===== config.mk =====
export PLATFORM = sky130hd
export DESIGN_NAME = brbp_job_fifo
export DESIGN_NICKNAME = d
export VERILOG_FILES = /design/src/hw/rtl/brbp_pkg.sv /design/src/hw/rtl/brbp_job_fifo.sv
export SDC_FILE = /design/constraint.sdc
export NUM_CORES = 1
export LEC_CHECK = 0
export BUFFER_PORTS_ARGS = -buffer_cell sky130_fd_sc_hd__buf_4
export CORE_MARGIN = 1
export CORE_UTILIZATION = 45
export CTS_CLUSTER_SIZE = 28
export DETAILED_ROUTE_END_ITERATION = 10
export PLACE_DENSITY = 0.7
export SYNTH_ARGS = -nofsm -noshare
export SYNTH_HDL_FRONTEND = slang
export SYNTH_SLANG_ARGS = --single-unit

===== constraint.sdc =====
create_clock -name clk -period 11.1 [get_ports clk]
set_input_delay 2.22 -clock clk [delete_from_list [all_inputs] [get_ports clk]]
set_output_delay 2.22 -clock clk [all_outputs]
set_load 0.1 [all_outputs]

===== src/hw/rtl/brbp_pkg.sv =====
package brbp_pkg;

  // Row geometry and field widths
  localparam int ROW_LEN    = 64;
  localparam int VAR_BITS   = 12;
  localparam int IN_VAR_W   = 12;
  localparam int VAR_W      = (VAR_BITS < IN_VAR_W) ? VAR_BITS : IN_VAR_W;
  localparam int COEF_W     = 32;
  localparam int TOL_W      = 16;
  localparam int IDX_W      = (ROW_LEN > 1) ? $clog2(ROW_LEN) : 1;
  localparam int CNT_W      = $clog2(ROW_LEN + 1);
  // activity sum of ROW_LEN Q16.16 terms
  localparam int ACT_W      = COEF_W + IDX_W + 1;
  // slack and slack plus tolerance
  localparam int JW         = ACT_W + 3;
  // two banks, selected by the top address bit
  localparam int ADDR_W     = IDX_W + 1;

  // Stream packing
  localparam int IN_TDATA_W  = 80;
  localparam int IN_COEF_LO  = IN_VAR_W;
  localparam int IN_LO_BIT   = IN_COEF_LO + COEF_W;
  localparam int IN_UP_BIT   = IN_LO_BIT + 1;
  localparam int IN_RHS_LO   = IN_UP_BIT + 1;
  localparam int OUT_VAR_W   = 12;
  localparam int OUT_TDATA_W = 16;

  typedef enum logic [1:0] {
    VERD_FIX0     = 2'd0,
    VERD_FIX1     = 2'd1,
    VERD_NONE     = 2'd2,
    VERD_CONFLICT = 2'd3
  } verdict_t;

  typedef struct packed {
    logic [VAR_W-1:0]  var_idx;
    logic [COEF_W-1:0] coef;
    logic              fixed;
    logic              value;
  } elem_t;

  typedef struct packed {
    logic              en;
    logic [ADDR_W-1:0] addr;
    elem_t             data;
  } mem_wr_t;

  // One finished row handed from the loader to the walker
  typedef struct packed {
    logic              bank;
    logic [CNT_W-1:0]  cnt;
    logic [CNT_W-1:0]  unf;
    logic [ACT_W-1:0]  act;
    logic [COEF_W-1:0] rhs;
  } job_t;

  typedef enum logic [3:0] {
    BK_IDLE,
    BK_ROW,
    BK_OUT_RD,
    BK_OUT_CHK,
    BK_SCAN_RD,
    BK_SCAN_CHK,
    BK_CALC,
    BK_JUDGE,
    BK_DONE
  } back_state_t;

  // Minimum contribution of one element to the row activity
  function automatic logic signed [ACT_W-1:0] contrib(
    input logic signed [COEF_W-1:0] coef,
    input logic                     fixed,
    input logic                     value
  );
    logic signed [ACT_W-1:0] r;
    r = '0;
    if (fixed) begin
      if (value) r = ACT_W'(coef);
    end else if (coef[COEF_W-1]) begin
      r = ACT_W'(coef);
    end
    return r;
  endfunction

endpackage


===== src/hw/rtl/brbp_job_fifo.sv =====
module brbp_job_fifo
  import brbp_pkg::*;
(
  input  logic clk,
  input  logic rst_n,
  input  logic push,
  input  job_t push_job,
  input  logic pop,
  output logic head_valid,
  output job_t head,
  output logic full
);

  // Two entries, one per memory bank; an entry is freed when its row is done
  job_t       q_r [2];
  logic       wp_r, rp_r;
  logic [1:0] cnt_r;

  assign head_valid = (cnt_r != 2'd0);
  assign full       = (cnt_r == 2'd2);
  assign head       = q_r[rp_r];

  always_ff @(posedge clk) begin
    if (push) q_r[wp_r] <= push_job;
  end

  always_ff @(posedge clk) begin
    if (!rst_n) begin
      wp_r  <= 1'b0;
      rp_r  <= 1'b0;
      cnt_r <= 2'd0;
    end else begin
      if (push) wp_r <= !wp_r;
      if (pop)  rp_r <= !rp_r;
      case ({push, pop})
        2'b10:   cnt_r <= cnt_r + 2'd1;
        2'b01:   cnt_r <= cnt_r - 2'd1;
        default: cnt_r <= cnt_r;
      endcase
    end
  end

endmodule


# Word level (Yosys, flattened, before mapping)
# Memories as Yosys holds them, arrays and structs flattened. A register that Yosys moved wholly into a read port is not among the register bits.
# Index checks and enable logic that the tools add are counted.
[word_totals]
wordCells = 18
ram_bits = 172
in_bits = 90
register_bits = 4
mem_count = 1
out_inout_bits = 88
[op_classes]
n_addsub = 2
reduce_logical = 4
eq_ne = 3
n_mux = 5
[memory_table]
columns = ["memory", "words", "width", "read_ports", "rd_ports_with_merged_regs", "write_ports", "line_no", "rtl"]
rows = [
  ["q_r", 2, 86, 1, 1, 1, "brbp_job_fifo.sv:15", "job_t q_r [2];"],
]
[op_table]
columns = ["cell", "n"]
rows = [
  ["== test 2 bit (second input constant)", 2],
  ["two-way mux 1 bit", 4],
  ["case mux 2 bit (2 select lines)", 1],
  ["nonzero test 2 bit", 2],
  ["adder 2 x 1 -> 2 bit (second input constant)", 1],
  ["== test 2 x 1 -> 1 bit (second input constant)", 1],
  ["logical NOT 1 bit", 2],
  ["subtractor 2 x 1 -> 2 bit (second input constant)", 1],
]

# Logic depth before layout (Yosys ltp)
[depth]
depth_word = 3
depth_mapped = 5
depth_no_buf = 5

# Least setup slack after synthesis
# OpenSTA, ideal clock, no wires.
[synth_timing]
path_kind = "input port to flip-flop"
startpoint = "input port push"
endpoint = "memory q_r[0][0] in the netlist's numbering (enable)"
setup_slack_ns = 4.652
path_stages = 2
setup_time_ns = 0.535
arrival_ns = 5.913
n_path_buf = 0
t_required_ns = 10.565
cell_sequence = "inv_1 -> nor2_1"
[synth_between]
elab_chain_cells = 2
[synth_rtl]
columns = ["item", "line_no", "rtl"]
rows = [
  ["from (decl)", "brbp_job_fifo.sv:6", "input logic push,"],
  ["two-way mux 1 bit", "brbp_job_fifo.sv:24", "if (push) q_r[wp_r] <= push_job;"],
  ["two-way mux 1 bit (not written as such)", "brbp_job_fifo.sv:24", ""],
  ["to (decl)", "brbp_job_fifo.sv:15", ""],
]
# No other way between the ends.

==> summary.txt <==
Layout
  • Antenna diode count: 0
  • Ratio of cells with drive above 1 in the final layout: 0.612
  • Nets: 570
  • Post-route cell area: 8730 sq um
  • Layout area overhead: 32.6%

CTS
  • Clock slew seen by the registers of the worst setup and hold paths: 0.06 ns
  • CTS root buf: clkbuf_16
  • Postcts setup bufs: 0
  • Clk_lat worst skew: approximately 0.42 ns
  • CTS tree: done
  • CTS Buf Count: 17
  • H-tree levels: 4
  • Post-CTS sizing: 0
  • Max Root-Sink Buffers: 2
  • CTS Sinks: 177
  • Hold Buf Count CTS: 0

Worst setup path
  • Worst Path Arrival: 2.58 ns
  • CP required: 8.88 ns
  • Crit start category: flip-flop
  • Worst r2r path cells: 2
  • Critical path type: reg2out
  • Critical Path End Type: output pin
  • RR Startpoint: wp_r
  • Worst Path Max Fanout: 61
  • FF-to-FF setup slack: 9.10 ns

STA
  • Final hold vios: 0
  • Number of setup violations in the final report: 0
  • Worst-Margin Slew: 1.03 ns
  • Max Fclk: about 0.21 GHz
  • Slew headroom: 0.313
  • Min cycle time layout: 4.80 ns
  • Setup TNS: 0 ns
  • Tcrit/Tclk final: 0.432
  • Unrepaired setup endpoints after global routing: no
  • Worst Clk Skew: 0.00666 ns
  • Max-slew violation count: 0

Synthesis
  • Post-synthesis sequential area ratio: 0.800
  • Ys Warns: 0
  • Post-synthesis cell count: between 200 and 300
  • Unique masters post-synth: 19
  • Netlist Area Pre-Place: 6580 sq um
  • Mean Syn Cell Area: 22.7 sq um
  • Post-synthesis register bit count: 177
  • Syn Nets: 381

Drt
  • Met1 WL: 5.00 mm
  • ANT nets after route: 0
  • Drt first-iter violations: 213
  • Avg Vias per Cell: roughly 4.8
  • WL met3: 1.02 mm
  • Via count: around 3200
  • Top layer in use: met4
  • DR pass1 iterations: 4
  • Remaining DRCs: 0
  • Avg WL per Cell: approximately 17 um
  • Met2 wire length: 5.49 mm
  • Final wirelength: 11.7 mm

Floorplanning
  • Die H: 123 um
  • Starting Density: 0.467
  • Core Region: 14100 sq um
  • Row count: 43
  • Width of the die: 123 um
  • Die area: 15100 sq um
  • I/O pin count: 178

Placed design
  • Post-DP HPWL: 7.65 mm
  • Cell Area, Placed: 8090 sq um
  • GPL Wtd Cong: 0.708
  • Port Buf Inserts: 177

Power
  • Sequential share of power: 0.428
  • Clock Power Share: 0.347
  • P_sw: 0.000555 W
  • Sw Share: 0.303
  • Pwr per Cell Area: 210 nW/um^2
  • Gate power share: 0.225
  • Leak: between 3 and 4 nW
  • VDD IR max: 0.139 mV
  • Internal power: 0.00128 W

GRT
  • Initial antenna violation count: 0
  • Total grt overflow: 0
  • Largest net degree at the start of global routing: 74
  • First-pass GRT wire length: between 15 and 20 mm
  • Vias in the first global route: 3258
  • GRT Total Usage: 0.158

Hold path
  • HP Class: reg2reg
  • Hold_sp: cnt_r[1]
  • Hold depth: 2

Outcome
  • Status: finished, final reports clean

Flow run
  • MaxCap Viol Count: 0
[cells in the mapped netlist (all sizes together)]
cell      n  area share
edfxtp  172        0.78
mux2     86        0.17
buf      10       0.012
dfxtp     5       0.015
and2      4      0.0038
xnor2     2      0.0027
a21boi    1      0.0011
and2b     1      0.0013
ha        1      0.0019
inv       1     0.00057
nor2      1     0.00057
nor2b     1     0.00095
o21a      1      0.0011
o21ai     1     0.00076
or2       1     0.00095
or3       1     0.00095
xor2      1      0.0013
[power groups by stage]
| stage | registers [W] | logic, W | clock network, W |
|---|---|---|---|
| 2_1_floorplan | 0.000795 | 0.000332 | 0 |
| 3_3_place_gp | 0.000798 | 0.000412 | 0 |
| 3_5_place_dp | 0.000800 | 0.000415 | 0 |
| 4_1_cts | 0.000786 | 0.000416 | 0.000650 |
| 5_1_grt | 0.000788 | 0.000426 | 0.000679 |
| 6_report | 0.000785 | 0.000413 | 0.000636 |
[cells by family (layout without fill, tap and decap cells)]
family          after synthesis  count (layout)  share of synthesized area
compound gates                3               3                    0.00304
flops                       177             177                      0.800
simple gates                  9               9                    0.00855
mux                          86              86                      0.170
xor+xnor                      3               3                    0.00399
fa+ha+maj                     1               1                    0.00190
buf+inv                      11             213                     0.0129
[routing by layer]
layer | vias to the layer above | global-route usage
met5 | - | 0
met4 | 0 | 0.0869
met3 | 19 | 0.0563
met2 | 130 | 0.235
met1 | 1577 | 0.204
li1 | 1521 | -
[area by class of cell]
type / instances / area, sq um
flip-flops and latches: 177 / 5270
fillers: 1038 / 5360
repair buffers: 180 / 1350
well taps: 180 / 225
clock buffers: 18 / 429
inverters: 1 / 3.75
clock inverters: 14 / 210
multi-input cells: 102 / 1240
[state kept, by name, summed over array words and instances (netlist names), named ones only]
register  count
q_r         172
cnt_r         2
rp_r          1
wp_r          1
[worst max-delay path, stage by stage (launching register included)]
cell,delay [ns]
dfxtp_4,0.57
buf_4,0.83
mux2_2,0.43
buf_4,0.24
[layout by cell type, fill, tap and decap left out, drive strengths merged]
master	n
edfxtp	172
bufinv	5
or3	1
and2	4
o21a	1
xnor2	2
mux2	86
clkinvlp	2
xor2	1
nor2b	1
clkinv	5
inv	3
buf	180
o21ai	1
a21boi	1
ha	1
clkbuf	18
dfxtp	5
and2b	1
or2	1
nor2	1
[through the flow]
stage                     total power, W  setup WS (ns)   util  cells  hold WS (ns)
final                            0.00183           6.30  0.619    672         0.519
after detailed placement         0.00121           6.73  0.574    640         0.493
after CTS                        0.00185           6.26  0.619    672         0.518
after global routing             0.00189           6.16  0.619    672         0.533
after global placement           0.00121           6.77  0.574    640         0.481
after floorplan                  0.00113           4.65      -    290         0.461
[path summary, 6_finish.rpt]
path	to
min	cnt_r[1]
min reg2reg	cnt_r[1]
max	head[9]
max reg2reg	q_r[0][10]
No activity file was read; power rests on OpenSTA's default activity.
