[config.mk]
export PLATFORM = sky130hd
export DESIGN_NAME = brbp_front
export DESIGN_NICKNAME = d
export VERILOG_FILES = /design/src/hw/rtl/brbp_pkg.sv /design/src/hw/rtl/brbp_front.sv
export SDC_FILE = /design/constraint.sdc
export NUM_CORES = 1
export LEC_CHECK = 0
export BUFFER_PORTS_ARGS = -buffer_cell sky130_fd_sc_hd__buf_2
export CAP_MARGIN = 10
export CORE_UTILIZATION = 40
export CTS_CLUSTER_DIAMETER = 80
export CTS_CLUSTER_SIZE = 10
export DETAILED_ROUTE_END_ITERATION = 10
export PLACE_DENSITY = 0.78
export SYNTH_ARGS = -nofsm -noshare
export SYNTH_HDL_FRONTEND = slang
export SYNTH_SLANG_ARGS = --single-unit
[constraint.sdc]
create_clock -name clk -period 4 [get_ports clk]
set_clock_uncertainty 0.15 [all_clocks]
set_input_delay 0.2 -clock clk [delete_from_list [all_inputs] [get_ports clk]]
set_output_delay 0.2 -clock clk [all_outputs]
set_load 0.02 [all_outputs]
[src/hw/rtl/brbp_pkg.sv]
package brbp_pkg;

  // Row geometry and field widths
  localparam int ROW_LEN    = 64;
  localparam int VAR_BITS   = 12;
  localparam int IN_VAR_W   = 12;
  localparam int VAR_W      = (VAR_BITS < IN_VAR_W) ? VAR_BITS : IN_VAR_W;
  localparam int COEF_W     = 32;
  localparam int TOL_W      = 16;
  localparam int IDX_W      = (ROW_LEN > 1) ? $clog2(ROW_LEN) : 1;
  localparam int CNT_W      = $clog2(ROW_LEN + 1);
  // activity sum of ROW_LEN Q16.16 terms
  localparam int ACT_W      = COEF_W + IDX_W + 1;
  // slack and slack plus tolerance
  localparam int JW         = ACT_W + 3;
  // two banks, selected by the top address bit
  localparam int ADDR_W     = IDX_W + 1;

  // Stream packing
  localparam int IN_TDATA_W  = 80;
  localparam int IN_COEF_LO  = IN_VAR_W;
  localparam int IN_LO_BIT   = IN_COEF_LO + COEF_W;
  localparam int IN_UP_BIT   = IN_LO_BIT + 1;
  localparam int IN_RHS_LO   = IN_UP_BIT + 1;
  localparam int OUT_VAR_W   = 12;
  localparam int OUT_TDATA_W = 16;

  typedef enum logic [1:0] {
    VERD_FIX0     = 2'd0,
    VERD_FIX1     = 2'd1,
    VERD_NONE     = 2'd2,
    VERD_CONFLICT = 2'd3
  } verdict_t;

  typedef struct packed {
    logic [VAR_W-1:0]  var_idx;
    logic [COEF_W-1:0] coef;
    logic              fixed;
    logic              value;
  } elem_t;

  typedef struct packed {
    logic              en;
    logic [ADDR_W-1:0] addr;
    elem_t             data;
  } mem_wr_t;

  // One finished row handed from the loader to the walker
  typedef struct packed {
    logic              bank;
    logic [CNT_W-1:0]  cnt;
    logic [CNT_W-1:0]  unf;
    logic [ACT_W-1:0]  act;
    logic [COEF_W-1:0] rhs;
  } job_t;

  typedef enum logic [3:0] {
    BK_IDLE,
    BK_ROW,
    BK_OUT_RD,
    BK_OUT_CHK,
    BK_SCAN_RD,
    BK_SCAN_CHK,
    BK_CALC,
    BK_JUDGE,
    BK_DONE
  } back_state_t;

  // Minimum contribution of one element to the row activity
  function automatic logic signed [ACT_W-1:0] contrib(
    input logic signed [COEF_W-1:0] coef,
    input logic                     fixed,
    input logic                     value
  );
    logic signed [ACT_W-1:0] r;
    r = '0;
    if (fixed) begin
      if (value) r = ACT_W'(coef);
    end else if (coef[COEF_W-1]) begin
      r = ACT_W'(coef);
    end
    return r;
  endfunction

endpackage

[src/hw/rtl/brbp_front.sv]
module brbp_front
  import brbp_pkg::*;
(
  input  logic                  clk,
  input  logic                  rst_n,
  input  logic                  in_tvalid,
  output logic                  in_tready,
  input  logic [IN_TDATA_W-1:0] in_tdata,
  input  logic                  in_tlast,
  input  logic                  job_full,
  output logic                  job_push,
  output job_t                  job,
  output mem_wr_t               wr
);

  logic [CNT_W-1:0]        cnt_r, cnt_nxt;
  logic [CNT_W-1:0]        unf_r, unf_nxt;
  logic signed [ACT_W-1:0] act_r, act_nxt;
  logic                    bank_r;
  logic                    accept, store, lo, up;
  logic signed [COEF_W-1:0] coef, rhs;
  logic [IN_VAR_W-1:0]     var_in;

  // Field unpacking
  assign var_in = in_tdata[IN_VAR_W-1:0];
  assign coef   = $signed(in_tdata[IN_COEF_LO +: COEF_W]);
  assign lo     = in_tdata[IN_LO_BIT];
  assign up     = in_tdata[IN_UP_BIT];
  assign rhs    = $signed(in_tdata[IN_RHS_LO +: COEF_W]);

  // Stall only when both banks are owned by queued rows
  assign in_tready = !job_full;
  assign accept    = in_tvalid && in_tready;
  assign store     = accept && (cnt_r < CNT_W'(ROW_LEN));

  // Element store and running row sums
  always_comb begin
    cnt_nxt = cnt_r;
    unf_nxt = unf_r;
    act_nxt = act_r;
    if (store) begin
      cnt_nxt = cnt_r + CNT_W'(1);
      act_nxt = act_r + contrib(coef, lo == up, lo);
      if (lo != up) unf_nxt = unf_r + CNT_W'(1);
    end
    wr.en           = store;
    wr.addr         = {bank_r, cnt_r[IDX_W-1:0]};
    wr.data.var_idx = var_in[VAR_W-1:0];
    wr.data.coef    = coef;
    wr.data.fixed   = (lo == up);
    wr.data.value   = lo;
    job_push        = accept && in_tlast;
    job.bank        = bank_r;
    job.cnt         = cnt_nxt;
    job.unf         = unf_nxt;
    job.act         = act_nxt;
    job.rhs         = rhs;
  end

  always_ff @(posedge clk) begin
    if (!rst_n) begin
      cnt_r  <= '0;
      unf_r  <= '0;
      act_r  <= '0;
      bank_r <= 1'b0;
    end else if (job_push) begin
      cnt_r  <= '0;
      unf_r  <= '0;
      act_r  <= '0;
      bank_r <= !bank_r;
    end else begin
      cnt_r <= cnt_nxt;
      unf_r <= unf_nxt;
      act_r <= act_nxt;
    end
  end

endmodule

# ---- After elaboration in Yosys (flattened, before gate mapping)
# Cells that the tools add are included.
dict set report op_classes {
  multipliers 0
  n_mux 8
  add_sub_neg 3
  order_cmp 1
  n_bitwise 1
  n_div 0
  reduce_logical 6
  shifts 0
  n_eq_ne 2
}
# op count
set op_table {}
lappend op_table {{two-way mux 39 bit} 5}
lappend op_table {{adder 39 bit} 1}
lappend op_table {{two-way mux 7 bit} 3}
lappend op_table {{adder 7 x 1 -> 7 bit (second input constant)} 2}
lappend op_table {{< comparator 7 bit (second input constant)} 1}
lappend op_table {{logical AND 1 bit} 3}
lappend op_table {{logical NOT 1 bit} 2}
lappend op_table {{OR reduction 2 bit} 1}
lappend op_table {{equality test 1 bit} 1}
lappend op_table {{inequality test 1 bit} 1}
lappend op_table {{inverter 1 bit} 1}
dict set report word_totals {
  in_bits 85
  romBits 0
  latchBits 0
  ff_bits 54
  mem_count 0
  wordCells 25
  ram_bits 0
}

# ---- Depth between registers and ports, before layout
# Gate-level depths: netlist of the first run.
dict set report depth {
  ltp_word 6
  ltp_mapped 14
  mapped_depth_nobuf 13
}

# ---- Least setup slack after synthesis of the first run
# Ideal clock, no wire load.
dict set report synth_path {
  path_type {input -> output}
  startpoint {input in_tdata[43]}
  endpoint {output job[70] in the netlist's numbering}
  t_arrival_ps 3551
  t_required_ps 3650
  cell_stages 14
  setup_slack_ps 99
  path_cell_list {maj3_1 clkbuf_1 and2_1 ha_1 fa_1 a21oi_1 o211ai_1 a21oi_1 nand2_1 a2111oi_2 nor4bb_1 o31a_1 or4_4 nand2_1}
}
# element line_no
set synth_lines {}
lappend synth_lines {{start: declaration} brbp_front.sv:8} ;# input logic [IN_TDATA_W-1:0] in_tdata,
lappend synth_lines {{end: declaration} brbp_front.sv:12} ;# output job_t job,

==> results of run 1 <==
sequential cells by signal, summed over array words and instances, names as in the netlist:
name    flops
act_r      39
bank_r      1
cnt_r       7
unf_r       7
layout by cell type (no fill, tap or decap), types with 4 or more instances in the layout:
| cell | count |
|---|---|
| xor2_1 | 12 |
| dfxtp_1 | 54 |
| nor3_1 | 9 |
| a211oi_1 | 10 |
| nand2_1 | 93 |
| buf_2 | 135 |
| nor2_1 | 29 |
| buf_4 | 52 |
| o21bai_1 | 6 |
| inv_1 | 18 |
| and3_1 | 6 |
| and2_1 | 36 |
| nand4_1 | 9 |
| a21o_1 | 13 |
| o211ai_1 | 4 |
| a21oi_1 | 47 |
| clkbuf_16 | 5 |
| nand3b_1 | 5 |
| nand3_1 | 16 |
| mux2i_1 | 4 |
| a21oi_2 | 4 |
| xnor2_1 | 26 |
| o21ai_0 | 44 |
| nor2b_1 | 35 |
| a31oi_1 | 6 |
| ha_1 | 35 |
power groups by stage:
| stage | Clock [mW] | Combinational (mW) | Sequential [mW] |
|---|---|---|---|
| 2_1_floorplan | 0 | 0.403 | 0.578 |
| 6_report | 0.464 | 0.486 | 0.568 |
| 5_1_grt | 0.504 | 0.533 | 0.571 |
| 3_3_place_gp | 0 | 0.464 | 0.580 |
| 4_1_cts | 0.482 | 0.477 | 0.568 |
| 3_5_place_dp | 0 | 0.471 | 0.581 |
what timing repair did:
item	4_1_cts	5_1_grt
pin swaps	3	11
hold buffers	0	0
setup buffers	0	3
resized for setup	8	23
endpoints found under the hold margin	0	0
endpoints found under the setup margin	1	8
per-layer routing:
layer | track usage (%) | routed length (um) | part of all wire [%] | vias to the layer above
li1 | - | - | - | 2477
met1 | 25.14 | 6084 | 48 | 2180
met5 | 0 | 0 | 0 | -
met3 | 2.109 | 475 | 3.7 | 25
met2 | 32.09 | 5867 | 46 | 133
met4 | 6.840 | 250 | 2.0 | 0
final timing paths:
| check | end | slack [ns] | depth (start not counted) |
|---|---|---|---|
| setup / recovery | job[70] | 0.12 | 15 |
| hold / removal | bank_r | 0.009 | 2 |
| setup reg to reg | act_r[38] | 0.78 | 11 |
| hold reg to reg | act_r[9] | 0.34 | 2 |
kinds of logic after synthesis:
family,Yosys count,synth area share [%]
adders and majority gates,42,10.34
buffers and inverters,129,16.02
and+or+nand+nor,259,25.13
DFF,54,21.06
xor gates and xnor gates,38,6.485
AOI/OAI and AO/OA,161,19.53
muxes,7,1.438
worst reg2reg max path: stages, from the launching register on:
cell and delay (ns):
dfxtp_1 0.34, ha_2 0.21, fa_2 0.39, a21oi_4 0.18, o211ai_1 0.12, a21oi_2 0.22, nand2_2 0.11, a2111oi_4 0.37
nor4bb_2 0.11, o31a_1 0.33, or4_4 0.49, a21oi_1 0.14
through the flow:
step | utilization, % | setup TNS, ns
CTS | 46.46 | 0
floorplan | - | 0
detailed placement | 44.97 | -0.1936
global placement | 44.97 | -0.1323
finish | 47.45 | 0
global route | 47.45 | -0.005291
layout make-up:
| cell class | count | area [um2] |
|---|---|---|
| clock buffer | 5 | 125.1 |
| clock inverter | 3 | 26.28 |
| fill | 1285 | 6605 |
| inverter | 18 | 67.56 |
| multi-input combinational | 507 | 3351 |
| sequential | 54 | 1081 |
| tap | 172 | 215.2 |
| timing repair buffer | 189 | 1097 |
==> metrics.txt, run 1 <==
dpl hpwl=10070 um; Worst Hold Launch=rst_n; dpl cells=937; Avg Inst Size Synth=7.438 um2; Ys Warns=0; CORE AREA=12570 um2; Setup crit start kind=input port; sequential area share after synthesis=21.06%; power per cell area=254.8 nW/um2; Critical Path AT=3.53 ns; first-pass GRT wire length=20410 um; Starting DRT DRC Count=321; top area cells in the synthesized netlist=dfxtp_1, buf_4, ha_1; worst rel slew slack=61.41%; vias per cell=5.079; Hold Path Class=input port to register; Crit Path Max Fanout=3; Total Nets Final=901; pre-CTS setup slack=-0.1936 ns; pin count of the biggest net entering global routing=45; maximum VDD drop=0.0001539 V; vias in the first global route=4384; MaxCap Viol Count=0; Tmin final=3.882 ns; Root Driver=clkbuf_16; Routed Antenna Nets=0; fin. max-slew vios=0; sw frac=34.59%; crit-path cells=buf_2 > maj3_2 > and2_4 > ha_2 > fa_2 > a21oi_4 > o211ai_1 > a21oi_2 > nand2_2 > a2111oi_4 > nor4bb_2 > o31a_1 > or4_4 > nand2_2 > buf_6; layout cells sized above 1=29.90%; Pleak=2.970 nW; # rows=41; Initial Util=40.84%; Reg clk slew, reported paths=0.08 ns; Switch Pwr=0.5256 mW; Final Hold Fails=0; Die Width=115.3 um; drt first pass iters=4; post-synth top area cell=dfxtp_1; launch point of the worst path=in_tdata[44]; unique cell type count in the Yosys netlist=60; Max Buffers Root-to-Sink=2; FFs w/ async S/R, synth=0%; Synth Flop Type=dfxtp_1; CP top delay family=compound AO/OA/AOI/OAI gates; Final period util=97.05%; Die ar.=13290 um2; most common cell in the netlist=nand2_1; final cell count without fillers=948; Slowest cell on crit path=or4_4; Seq pwr share=37.4%; Via Count=4815; GP Congestion=0.9183; final setup violation count=0; worst stage delay on the critical path=0.49 ns; CTS buffer count=5; clock insertion delay at the later pin of the skew report=0.30 ns; Clk pwr share=30.6%; WP data required=3.65 ns; Die Height=115.3 um; Ports=227; FF+latch count, synth=54; Post-Syn Nets=816; all-layer global routing usage=19.06%; H-Tree Depth=2; CTS tree=yes; antenna violations before repair=0; final setup margin=0.1182 ns; dpl cell area=5652 um2; area share of the largest cell type after synthesis=21.06%; Gate power share=32.0%; Fmax=257.6 MHz; WS Path Type=input port to primary output; hold slack=0.008697 ns; drt total wl=12680 um; Post-Syn Instances=690; final instance area=5963 um2; Area Overhead vs Synth=16.19%; most frequent cells after synthesis=nand2_1, buf_4, dfxtp_1, a21oi_1, o21ai_0; PortBufs=136; CP Buf/Inv Count=2; CTS sink count=54; worst r2r src=act_r[0]; EDFF count, synth=0; Post-Synthesis Cell Area=5132 um2; drc violations=0; type of element capturing the critical path=primary output; Tot Pwr=1.519 mW; GR Overflow Total=0; status=finished, final reports clean; routed len/inst=13.37 um; Worst Max-Slew Pin Slew=0.5782 ns; antenna diode count=0; P_int=0.9937 mW; Crit path top cell by count=nand2_2
Power figures use the tool's default switching activity.
==> run 2: changes to the inputs <==
Settings changed: SETUP_SLACK_MARGIN from default to 0.5.
Clock period 4 ns to 3.1 ns, I/O delays scaled along.
==> metrics.txt, run 2 (same netlist as run 1, synthesis figures left out) <==
failing checks=negative setup slack; first-pass GRT wire length=25000 um (was 20410 um); all-layer global routing usage=23.89% (was 19.06%); metal2 WL=8873 um (was 5867 um); final setup violation count=45 (was 0); WS Path Type=input port to primary output (unchanged); routed length on met3=922 um (was 475 um); RSZ-0062 raised after global routing=true; Root Driver=clkbuf_16 (unchanged); CTS tree=yes (unchanged); Total Nets Final=1026 (was 901); Max Buffers Root-to-Sink=2 (unchanged); CORE AREA=12570 um2 (unchanged); hold slack=0.1510 ns (was 0.008697 ns); Die Width=115.3 um (unchanged); P_int=1.457 mW (was 0.9937 mW); status=finished, violations left (was finished, final reports clean); Top Registers=act_r (39), cnt_r (7), unf_r (7) (unchanged); antenna violations before repair=0 (unchanged); MaxCap Viol Count=0 (unchanged); Tot Pwr=2.275 mW (was 1.519 mW); Gate power share=39.7% (was 32.0%); CTS buffer count=5 (unchanged); max FFs per register=39 (unchanged); final setup margin=-0.8373 ns (was 0.1182 ns); sw frac=35.95% (was 34.59%); Tmin final=3.937 ns; GP Congestion=0.8879 (was 0.9183); vias per cell=5.285 (was 5.079); drt total wl=17350 um (was 12680 um); type of element capturing the critical path=primary output (unchanged); Initial Util=40.84% (unchanged); Worst Max-Slew Pin Slew=0.6906 ns (was 0.5782 ns); clock insertion delay at the later pin of the skew report=0.32 ns (was 0.30 ns); Final Hold Fails=0 (unchanged); Ports=227 (unchanged); Pleak=3.763 nW (was 2.970 nW); dpl hpwl=10950 um (was 10070 um); Seq pwr share=32.4% (was 37.4%); drc violations=0 (unchanged); Routed Antenna Nets=0 (unchanged); final instance area=8006 um2 (was 5963 um2); Switch Pwr=0.8178 mW (was 0.5256 mW); dpl cells=1009 (was 937); WL met1=6784 um (was 6084 um); Die ar.=13290 um2 (unchanged); antenna diode count=0 (unchanged); fin. max-slew vios=0 (unchanged); Via Count=5671 (was 4815); commonest cells after routing, fill and taps aside=buf_4, buf_2, nand2_1 (was buf_2, nand2_1, dfxtp_1); routed len/inst=16.17 um (was 13.37 um); H-Tree Depth=2 (unchanged); Final period util=127.0%; setup TNS=-14.76 ns (was 0 ns); # rows=41 (unchanged); dpl cell area=6424 um2 (was 5652 um2); Fmax=254.0 MHz; Critical Path AT=3.63 ns (was 3.53 ns); Starting DRT DRC Count=292 (was 321); commonest non-fill, non-tap cell in the layout=buf_4 (was buf_2); highest metal used=met4 (unchanged); pin count of the biggest net entering global routing=44 (was 45); Clk pwr share=27.9% (was 30.6%); Area Overhead vs Synth=56.00% (was 16.19%); Die Height=115.3 um (unchanged); drt first pass iters=5 (was 4); Hold Path Class=input port to register (unchanged); final cell count without fillers=1073 (was 948); Largest Register=act_r (unchanged); layout cells sized above 1=52.05% (was 29.90%); vias in the first global route=5407 (was 4384); worst rel slew slack=53.68% (was 61.41%); GR Overflow Total=0 (unchanged); PortBufs=136 (unchanged); power per cell area=284.1 nW/um2 (was 254.8 nW/um2); Crit Path Max Fanout=12 (was 3); Setup crit start kind=input port (unchanged); Reg clk slew, reported paths=0.08 ns (about the same); CTS sink count=54 (unchanged); maximum VDD drop=0.0002249 V (was 0.0001539 V); WP data required=2.79 ns (was 3.65 ns)
[run 2: cell count changes in the layout (fill, tap and decap cells not counted), sizes merged]
cell	change
buf	+123
clkbuf	+1
dlygate4sd3	+1
[run 2: repair_timing]
item / in CTS / in global routing
gates cloned: 1 / 0
setup endpoints to repair: 59 / 65
pin swaps: 39 / 61
gates resized for setup: 119 / 106
buffers inserted: 22 / 32
hold buffers: 1 / 0
hold endpoints to repair: 2 / 0
[run 2: layer usage]
layer	GRT usage (%)	vias to the layer above
met1	27.05	2650
met3	4.059	70
met4	10.74	0
met5	0	-
li1	-	2736
met2	43.73	215
[run 2: power groups by stage]
stage	combinational [mW]	clock, mW	sequential [mW]
finish	0.903	0.634	0.737
floorplan	0.555	0	0.747
global route	0.969	0.665	0.741
detailed placement	0.701	0	0.751
CTS	0.802	0.643	0.736
global placement	0.690	0	0.750
[run 2: final cells by class]
cell class / count / area, um2
clock buffer: 5 / 125.1
timing repair buffer: 314 / 2361
multi-input combinational: 507 / 4128
tap: 172 / 215.2
clock inverter: 3 / 28.78
fill: 992 / 4562
sequential: 54 / 1081
inverter: 18 / 67.56
[run 2: worst max-delay path, stage by stage]
cell and delay (ns):
buf_6 0.09, maj3_2 0.37, buf_12 0.17, and2_1 0.15, ha_1 0.31, a21oi_1 0.19, o21ba_1 0.16, a21oi_1 0.08
a311o_1 0.39, a2111oi_4 0.40, nor4bb_2 0.12, o31a_1 0.31, or4_4 0.51, nand2_4 0.09, buf_6 0.11
[run 2: path summary, 6_finish.rpt]
kind,start,end,slack (ns),depth (start not counted)
min reg2reg,act_r[37],act_r[37],0.36,2
min,in_tvalid,cnt_r[6],0.15,3
max reg2reg,act_r[0],act_r[28],-0.23,15
max,in_tdata[44],job[70],-0.84,15
[run 2: per-stage QoR]
stage	utilization [%]	setup WS, ns
finish	63.70	-0.8373
global route	63.70	-0.9687
CTS	57.84	-0.7127
detailed placement	51.11	-0.7892
global placement	51.11	-0.7551
floorplan	-	-0.4472
